### config.mk
export PLATFORM = sky130hd
export DESIGN_NAME = pulse_count_backlight_dimmer
export DESIGN_NICKNAME = d
export VERILOG_FILES = /design/src/hw/rtl/pcbd_pkg.sv /design/src/hw/rtl/pcbd_csr.sv /design/src/hw/rtl/pcbd_map.sv /design/src/hw/rtl/pcbd_track.sv /design/src/hw/rtl/pulse_count_backlight_dimmer.sv
export SDC_FILE = /design/constraint.sdc
export NUM_CORES = 1
export LEC_CHECK = 0
export BUFFER_PORTS_ARGS = -buffer_cell sky130_fd_sc_hd__buf_2
export CAP_MARGIN = 20
export CORE_AREA = 2 2 97 99
export DETAILED_ROUTE_END_ITERATION = 6
export DIE_AREA = 0 0 99 101
export PLACE_DENSITY_LB_ADDON = 0.3
export SYNTH_ARGS = -nofsm -noshare
export SYNTH_HDL_FRONTEND = slang
export SYNTH_HIERARCHICAL = 1
export SYNTH_SLANG_ARGS = --single-unit
### constraint.sdc
create_clock -name clock -period 13 [get_ports clock]
set_input_delay 1.95 -clock clock [delete_from_list [all_inputs] [get_ports clock]]
set_output_delay 1.95 -clock clock [all_outputs]
set_load 0.01 [all_outputs]
### src/hw/rtl/pcbd_pkg.sv
// Package for the pulse-count backlight dimmer.
// Holds widths, register indexes, the panel step tables and the level mapping function.
// No dependencies.
package pcbd_pkg;

   localparam int DimSteps     = 32;
   localparam int StepBits     = $clog2(DimSteps);
   localparam int TableEntries = 21;
   localparam int TableRows    = 32;
   localparam int LevelBits    = 8;
   localparam int UsedRows     = (TableEntries > TableRows) ? TableRows : TableEntries;

   typedef logic [StepBits-1:0]  step_type;
   typedef logic [LevelBits-1:0] level_type;
   typedef logic [1:0]           panel_type;

   typedef enum logic [1:0] {
      CsrPanelTable   = 2'd0,
      CsrDimThreshold = 2'd1,
      CsrDimStep      = 2'd2,
      CsrUnused       = 2'd3
   } csr_index_type;

   localparam panel_type PanelDefault = 2'd0;
   localparam panel_type PanelPwm     = 2'd3;

   typedef struct packed {
      panel_type panel_table;
      level_type dim_threshold;
      step_type  dim_step;
   } cfg_type;

   typedef struct packed {
      step_type  step_value;
      step_type  pulse_count;
      logic      hold_low_first;
      logic      raise_first;
      logic      pwm_mode;
   } rsp_type;

   typedef level_type [TableRows-1:0] lvl_row_type;
   typedef step_type  [TableRows-1:0] stp_row_type;

   // rows beyond the listed ones read as zero; entry 0 sits in bit slot 0
   localparam lvl_row_type DefaultLvl = {
      {11{8'd0}},
      8'd0,   8'd20,  8'd35,  8'd43,  8'd50,  8'd63,  8'd76,  8'd89,  8'd102, 8'd115,
      8'd130, 8'd145, 8'd155, 8'd168, 8'd180, 8'd195, 8'd205, 8'd215, 8'd230, 8'd240,
      8'd255
   };
   localparam stp_row_type DefaultStp = {
      {11{5'd0}},
      5'd0,  5'd31, 5'd30, 5'd29, 5'd28, 5'd27, 5'd26, 5'd25, 5'd24, 5'd23,
      5'd22, 5'd21, 5'd20, 5'd18, 5'd17, 5'd16, 5'd15, 5'd14, 5'd13, 5'd12,
      5'd11
   };
   localparam lvl_row_type StandardLvl = {
      {11{8'd0}},
      8'd0,   8'd20,  8'd30,  8'd38,  8'd46,  8'd54,  8'd62,  8'd70,  8'd78,  8'd86,
      8'd94,  8'd98,  8'd102, 8'd121, 8'd140, 8'd159, 8'd178, 8'd197, 8'd216, 8'd235,
      8'd255
   };
   localparam stp_row_type StandardStp = {
      {11{5'd0}},
      5'd0,  5'd31, 5'd31, 5'd29, 5'd28, 5'd27, 5'd26, 5'd25, 5'd24, 5'd23,
      5'd22, 5'd20, 5'd18, 5'd16, 5'd14, 5'd13, 5'd12, 5'd11, 5'd10, 5'd9,
      5'd7
   };

   // First row pair whose band holds the level wins; no band means off.
   function automatic step_type map_level(level_type level, logic use_default);
      lvl_row_type lvl;
      stp_row_type stp;
      step_type    res;
      lvl = use_default ? DefaultLvl : StandardLvl;
      stp = use_default ? DefaultStp : StandardStp;
      res = '0;
      for (int i = UsedRows - 2; i >= 0; i--) begin
         if (level <= lvl[i] && level > lvl[i+1]) begin
            res = stp[i];
         end
      end
      return res;
   endfunction

endpackage

### src/hw/rtl/pcbd_csr.sv
// Configuration registers of the backlight dimmer.
// Uses pcbd_pkg for the register indexes and the cfg_type struct.
module pcbd_csr (
   input  logic                   clock,
   input  logic                   reset,
   input  logic                   csr_valid,
   output logic                   csr_ready,
   input  logic [1:0]             csr_index,
   input  logic [7:0]             csr_wdata,
   output pcbd_pkg::cfg_type      cfg
);

   pcbd_pkg::cfg_type cfg_ff, cfg_in;

   assign csr_ready = 1'b1;
   assign cfg       = cfg_ff;

   always_comb begin
      cfg_in = cfg_ff;
      if (csr_valid) begin
         case (pcbd_pkg::csr_index_type'(csr_index))
            pcbd_pkg::CsrPanelTable:   cfg_in.panel_table   = csr_wdata[1:0];
            pcbd_pkg::CsrDimThreshold: cfg_in.dim_threshold = csr_wdata;
            pcbd_pkg::CsrDimStep:      cfg_in.dim_step      = csr_wdata[pcbd_pkg::StepBits-1:0];
            default:                   cfg_in = cfg_ff;
         endcase
      end
   end

   always_ff @(posedge clock) begin
      if (reset) begin
         cfg_ff.panel_table   <= pcbd_pkg::PanelDefault;
         cfg_ff.dim_threshold <= 8'd20;
         cfg_ff.dim_step      <= 5'd31;
      end else begin
         cfg_ff <= cfg_in;
      end
   end

endmodule

### src/hw/rtl/pcbd_map.sv
// Level to dimmer step mapping: dimming range check and panel table lookup.
// Uses pcbd_pkg for the tables and map_level.
module pcbd_map (
   input  pcbd_pkg::cfg_type      cfg,
   input  pcbd_pkg::level_type    level,
   output pcbd_pkg::step_type     tune,
   output logic                   pwm
);

   pcbd_pkg::step_type table_step;

   assign pwm        = (cfg.panel_table == pcbd_pkg::PanelPwm);
   assign table_step = pcbd_pkg::map_level(level, cfg.panel_table == pcbd_pkg::PanelDefault);

   always_comb begin
      tune = '0;
      if (level != '0) begin
         if (level < cfg.dim_threshold && !pwm) begin
            tune = cfg.dim_step;
         end else begin
            tune = table_step;
         end
      end
   end

endmodule

### src/hw/rtl/pcbd_track.sv
// Tracks the dimmer chip's current step and works out the pulse count and pin preamble.
// Uses pcbd_pkg for step_type and rsp_type.
module pcbd_track (
   input  logic                   clock,
   input  logic                   reset,
   input  logic                   update,
   input  pcbd_pkg::step_type     tune,
   input  logic                   pwm,
   input  logic                   pin_high,
   output pcbd_pkg::rsp_type      rsp
);

   pcbd_pkg::step_type cur_ff, cur_in;
   logic               known_ff, known_in;
   logic               known_eff;
   pcbd_pkg::step_type cur_eff;

   // a high pin with unknown step means: force off, then start from step 0
   assign known_eff = known_ff | pin_high;
   assign cur_eff   = known_ff ? cur_ff : '0;

   always_comb begin
      rsp.step_value     = tune;
      rsp.pwm_mode       = pwm;
      rsp.pulse_count    = '0;
      rsp.hold_low_first = 1'b0;
      rsp.raise_first    = 1'b0;
      if (pwm || tune == '0) begin
         rsp.hold_low_first = !pwm;
      end else begin
         rsp.hold_low_first = !known_ff && pin_high;
         if (!known_eff) begin
            // chip assumed one step above the top
            rsp.pulse_count = tune + pcbd_pkg::step_type'(1);
         end else begin
            // step 0 wakes at the top step, which is 0 modulo the step count
            rsp.raise_first = (cur_eff == '0);
            rsp.pulse_count = tune - cur_eff;
         end
      end
   end

   always_comb begin
      cur_in   = cur_ff;
      known_in = known_ff;
      if (update) begin
         cur_in   = tune;
         known_in = 1'b1;
      end
   end

   always_ff @(posedge clock) begin
      if (reset) begin
         cur_ff   <= '0;
         known_ff <= 1'b0;
      end else begin
         cur_ff   <= cur_in;
         known_ff <= known_in;
      end
   end

   a_known_after_update: assert property (@(posedge clock) disable iff (reset)
      update |=> known_ff)
      else $error("step not known after an item");

   a_step_recorded: assert property (@(posedge clock) disable iff (reset)
      update |=> cur_ff == $past(tune))
      else $error("current step not recorded");

   a_raise_needs_target: assert property (@(posedge clock) disable iff (reset)
      rsp.raise_first |-> (rsp.step_value != '0 && !rsp.pwm_mode))
      else $error("raise without a target step");

   a_pwm_quiet: assert property (@(posedge clock) disable iff (reset)
      rsp.pwm_mode |-> (rsp.pulse_count == '0 && !rsp.hold_low_first && !rsp.raise_first))
      else $error("pin activity in PWM mode");

endmodule

### src/hw/rtl/pulse_count_backlight_dimmer.sv
// Top level of the pulse-count backlight dimmer: input stage, result register and glue.
// Depends on pcbd_pkg, pcbd_csr, pcbd_map and pcbd_track.
//
//   channel  direction  handshake            payload
//   req      in         req_valid/req_ready  req_level[7:0], req_pin_high
//   rsp      out        rsp_valid/rsp_ready  rsp_step_value[4:0], rsp_pulse_count[4:0],
//                                            rsp_hold_low_first, rsp_raise_first, rsp_pwm_mode
//   csr      in         csr_valid/csr_ready  csr_index[1:0], csr_wdata[7:0]
//
// An accepted item is held in the input register, then the table lookup and step tracking
// land it in the result register. One item per cycle sustained while the result is taken.
// Reset is synchronous; it restores the register defaults and clears the current step and
// the valid flags.
// A stalled result holds the input stage; req_ready drops only when both stages are full
// and the result is stalled.
module pulse_count_backlight_dimmer (
   input  logic        clock,
   input  logic        reset,
   input  logic        req_valid,
   output logic        req_ready,
   input  logic [7:0]  req_level,
   input  logic        req_pin_high,
   output logic        rsp_valid,
   input  logic        rsp_ready,
   output logic [4:0]  rsp_step_value,
   output logic [4:0]  rsp_pulse_count,
   output logic        rsp_hold_low_first,
   output logic        rsp_raise_first,
   output logic        rsp_pwm_mode,
   input  logic        csr_valid,
   output logic        csr_ready,
   input  logic [1:0]  csr_index,
   input  logic [7:0]  csr_wdata
);

   pcbd_pkg::cfg_type   cfg;
   pcbd_pkg::step_type  tune;
   logic                pwm;
   pcbd_pkg::rsp_type   rsp_calc;

   logic                s1_valid_ff, s1_valid_in;
   pcbd_pkg::level_type s1_level_ff, s1_level_in;
   logic                s1_pin_ff, s1_pin_in;
   logic                rsp_valid_ff, rsp_valid_in;
   pcbd_pkg::rsp_type   rsp_ff, rsp_in;

   logic out_free;
   logic advance;
   logic take;

   assign out_free  = !rsp_valid_ff || rsp_ready;
   assign advance   = s1_valid_ff && out_free;
   assign req_ready = !s1_valid_ff || out_free;
   assign take      = req_valid && req_ready;

   pcbd_csr u_csr (
      .clock     (clock),
      .reset     (reset),
      .csr_valid (csr_valid),
      .csr_ready (csr_ready),
      .csr_index (csr_index),
      .csr_wdata (csr_wdata),
      .cfg       (cfg)
   );

   pcbd_map u_map (
      .cfg   (cfg),
      .level (s1_level_ff),
      .tune  (tune),
      .pwm   (pwm)
   );

   pcbd_track u_track (
      .clock    (clock),
      .reset    (reset),
      .update   (advance),
      .tune     (tune),
      .pwm      (pwm),
      .pin_high (s1_pin_ff),
      .rsp      (rsp_calc)
   );

   always_comb begin
      s1_valid_in = s1_valid_ff;
      s1_level_in = s1_level_ff;
      s1_pin_in   = s1_pin_ff;
      if (take) begin
         s1_valid_in = 1'b1;
         s1_level_in = req_level;
         s1_pin_in   = req_pin_high;
      end else if (advance) begin
         s1_valid_in = 1'b0;
      end
   end

   always_comb begin
      rsp_valid_in = rsp_valid_ff;
      rsp_in       = rsp_ff;
      if (advance) begin
         rsp_valid_in = 1'b1;
         rsp_in       = rsp_calc;
      end else if (rsp_ready) begin
         rsp_valid_in = 1'b0;
      end
   end

   always_ff @(posedge clock) begin
      if (reset) begin
         s1_valid_ff  <= 1'b0;
         rsp_valid_ff <= 1'b0;
      end else begin
         s1_valid_ff  <= s1_valid_in;
         rsp_valid_ff <= rsp_valid_in;
      end
   end

   always_ff @(posedge clock) begin
      s1_level_ff <= s1_level_in;
      s1_pin_ff   <= s1_pin_in;
      rsp_ff      <= rsp_in;
   end

   assign rsp_valid          = rsp_valid_ff;
   assign rsp_step_value     = rsp_ff.step_value;
   assign rsp_pulse_count    = rsp_ff.pulse_count;
   assign rsp_hold_low_first = rsp_ff.hold_low_first;
   assign rsp_raise_first    = rsp_ff.raise_first;
   assign rsp_pwm_mode       = rsp_ff.pwm_mode;

endmodule
==> key figures <==
Outcome
  – Status: completed

Clock network
  – Hold Buf Count CTS: 0
  – TritonCTS clock tree: built
  – Clock buffer depth: 2
  – CTS root buffer: clkbuf_8
  – Worst skew pair latency: 0.30 ns
  – Post-CTS setup buffers: 0
  – H-tree lvl count: 2
  – Cts bufs inserted: 5
  – Post-CTS resize count: 0
  – Sink Count: 45
  – Clock-pin slew of the registers on the worst-case setup and hold paths: 0.08 ns

Global routing
  – Largest net degree at the start of global routing: 35
  – Grt ovf: 0
  – Antenna violations before repair: 0
  – Vias in the first global route: 3273
  – All-Layer GR Usage: 19.5%
  – First-pass GRT wire length: 16.0 mm

Placed design
  – Gpl congestion: 0.961
  – Post-place setup slack: 7.41 ns
  – HPWL Detailed: 7.22 mm
  – PortBufs: 38

Setup path
  – WS Path Type: reg -> reg
  – Setup crit end kind: flop
  – Crit path max-delay family: simple AND/OR/NAND/NOR gates
  – Critical-path cell list: nor2_4 > inv_1 > ha_1 > or3b_1 > nor3_1 > o221ai_1 > and4b_1 > o211ai_2 > a2111oi_2 > o41a_1 > inv_1 > ha_1 > inv_1 > fa_1 > a21o_1 > a21oi_1 > xor3_1 > nor2_1
  – CP Max Fanout: 25
  – Critical path required time: 13.15 ns
  – CP max stage delay: 0.57 ns
  – Setup crit start kind: flop
  – Crit path buffers/inverters: 3
  – Arrival time at the worst endpoint: 5.92 ns
  – Critical path's most frequent cell: inv_1
  – Worst path slowest cell: ha_1

Synth
  – Synth warn: 6
  – Cells after synthesis: 446
  – Area of the mapped netlist: 3910 um2
  – Syn Area/Cell: 8.77 um2
  – Post-synthesis async set-or-reset flop share: 0%
  – Number of synthesized flops with an enable pin: 22
  – Dominant synthesized flop cell: dfxtp_1
  – Yosys reg bits: 45
  – Distinct cell type count after synthesis: 87
  – Sequential share of the synthesized area: 28.7%
  – Post-Syn Nets: 493

Timing
  – Setup WS post-layout: 7.23 ns
  – Peak Freq: 173 MHz
  – Skew final: 0.0123 ns
  – Worst slew pin tran: 0.887 ns
  – Setup TNS: 0 ns
  – Tcrit/Tclk final: 44.4%
  – Relative slew slack: 40.4%
  – Final slew viol count: 0
  – Final hold vios: 0
  – Tmin final: 5.77 ns
  – # setup viols final: 0
  – RSZ-0062 raised after global routing: no

Drt
  – Final ANT Viol Nets: 0
  – DR WL/cell: 17.0 um
  – DRC viols: 0
  – Pre-antenna DRT Iters: 5
  – Vias per std cell: 6.15
  – Total wire length: 9.83 mm
  – Vias: 3550
  – Number of DRC markers in iteration 0: 326

Layout
  – FILL cells: 861
  – Area delta synth->final: 6.50%
  – # diodes: 0
  – Layout cell share with drive strength beyond 1: 16.1%
  – Nets: 512

Floorplanning
  – Cell Rows: 35
  – I/O pin count: 40
  – Die Wd: 99 um
  – Core ar.: 8980 um2
  – Die Span Y: 101 um
  – Starting density of the core: 43.6%
  – Die ar.: 10000 um2

Hold path
  – Worst min-delay path category: reg -> reg

Pwr
  – Internal: 270 uW
  – Switching Share: 35.2%
  – Clock group share of total power: 19.8%
  – Comb power frac: 38.2%
  – Power Dens Cells: 100 nW/um2
  – LEAKAGE: 0.00167 uW
  – Sequential share of power: 42.0%
  – Maximum vdd drop: 84.9 uV
  – Switch Pwr: 147 uW

Run
  – Max_cap viols: 0
-- logic make-up after synthesis --
family                     synth area share (%)
xor gates and xnor gates                  0.832
muxes                                      5.12
DFF                                        28.7
other                                    0.0959
and+or+nand+nor                            28.7
adders and majority gates                  7.55
AOI/OAI and AO/OA                          22.4
buffers and inverters                      6.62
-- metrics by stage --
stage	utilization [%]	cell area (um2)	std cells	total power (uW)	hold slack (ns)
2_1_floorplan	-	3910	446	303	0.449
3_3_place_gp	45.4	4080	569	333	0.462
6_report	46.4	4160	577	417	0.478
4_1_cts	46.4	4160	577	418	0.484
5_1_grt	46.4	4160	577	443	0.500
3_5_place_dp	45.4	4080	569	335	0.470
-- layer usage --
| layer | vias to the layer above | track usage, % | routed length, um |
|---|---|---|---|
| li1 | 1688 | - | - |
| met1 | 1648 | 25.8 | 4320 |
| met2 | 188 | 31.8 | 4530 |
| met3 | 26 | 2.50 | 670 |
| met4 | 0 | 8.75 | 309 |
| met5 | - | 0 | 0 |
-- path summary, 6_finish.rpt --
path	from	end	slack (ns)	cells past startpoint
max	u_csr/cfg[14]$_SDFFE_PP0P_	rsp_pulse_count[4]$_DFFE_PP_	7.23	18
min reg2reg	u_csr/cfg[10]$_SDFFE_PP0P_	u_csr/cfg[10]$_SDFFE_PP0P_	0.48	2
max reg2reg	u_csr/cfg[14]$_SDFFE_PP0P_	rsp_pulse_count[4]$_DFFE_PP_	7.23	18
min	u_csr/cfg[10]$_SDFFE_PP0P_	u_csr/cfg[10]$_SDFFE_PP0P_	0.48	2
-- area by class of cell --
type	count	area, um2	area share, %
multi-input combinational	350	2530	60.8
sequential	45	1120	26.9
timing repair buffer	39	198	4.75
tap	111	139	3.34
inverter	24	90.1	2.16
clock buffer	5	68.8	1.65
clock inverter	3	17.5	0.421
-- power groups by stage --
stage	clock, uW	sequential, uW	combinational [uW]
after CTS	85.0	175	158
after global routing	90.9	176	176
after detailed placement	0	178	156
final	82.5	175	159
after floorplan	0	175	128
after global placement	0	178	155
-- cell usage in the layout (no fill, tap or decap), types with 4 or more instances in the layout --
cell type / Yosys / routed
a31oi_1: 4 / 4
dfxtp_1: 23 / 23
buf_2: 9 / 38
nand3_1: 8 / 8
nor4_1: 5 / 5
edfxtp_1: 22 / 22
nand4_1: 4 / 4
mux2i_1: 20 / 20
a21o_1: 6 / 6
o21ai_0: 21 / 21
o211ai_1: 5 / 5
a211oi_1: 8 / 8
o21a_1: 6 / 6
a21oi_1: 27 / 27
nor2b_1: 12 / 12
nor3_1: 11 / 11
a211o_1: 7 / 7
nor2_1: 48 / 48
nor3b_1: 5 / 5
clkbuf_8: 0 / 5
ha_1: 22 / 22
nand2_1: 16 / 16
nand2b_1: 26 / 26
and2_1: 7 / 7
inv_1: 24 / 24
-- synthesized netlist by cell type (8+ instances only) --
cell	n	area [um2]
nor2_1	48	180
nor2b_1	12	75.1
buf_4	9	67.6
dfxtp_1	23	460
o21ai_0	21	105
a211oi_1	8	60.1
ha_1	22	275
mux2i_1	20	200
nand2_1	16	60.1
nand3_1	8	40.0
buf_2	9	45.0
nor3_1	11	55.1
nand2b_1	26	163
a21oi_1	27	135
edfxtp_1	22	661
inv_1	24	90.1
-- worst min-delay path: cells and delay by family, from the launching register on --
family           cells  cell delay (ns)
and+or+nand+nor      1             0.06
muxes                1             0.06
DFF                  1             0.31
-- state kept, by name, indices dropped and copies added (netlist names), 5 cells and up --
signal	flops
u_csr/cfg	15
s1_level_ff	8
rsp_pulse_count	5
rsp_step_value	5
u_track/cur_ff	5
Note: power is estimated with default switching activity, not from simulation.
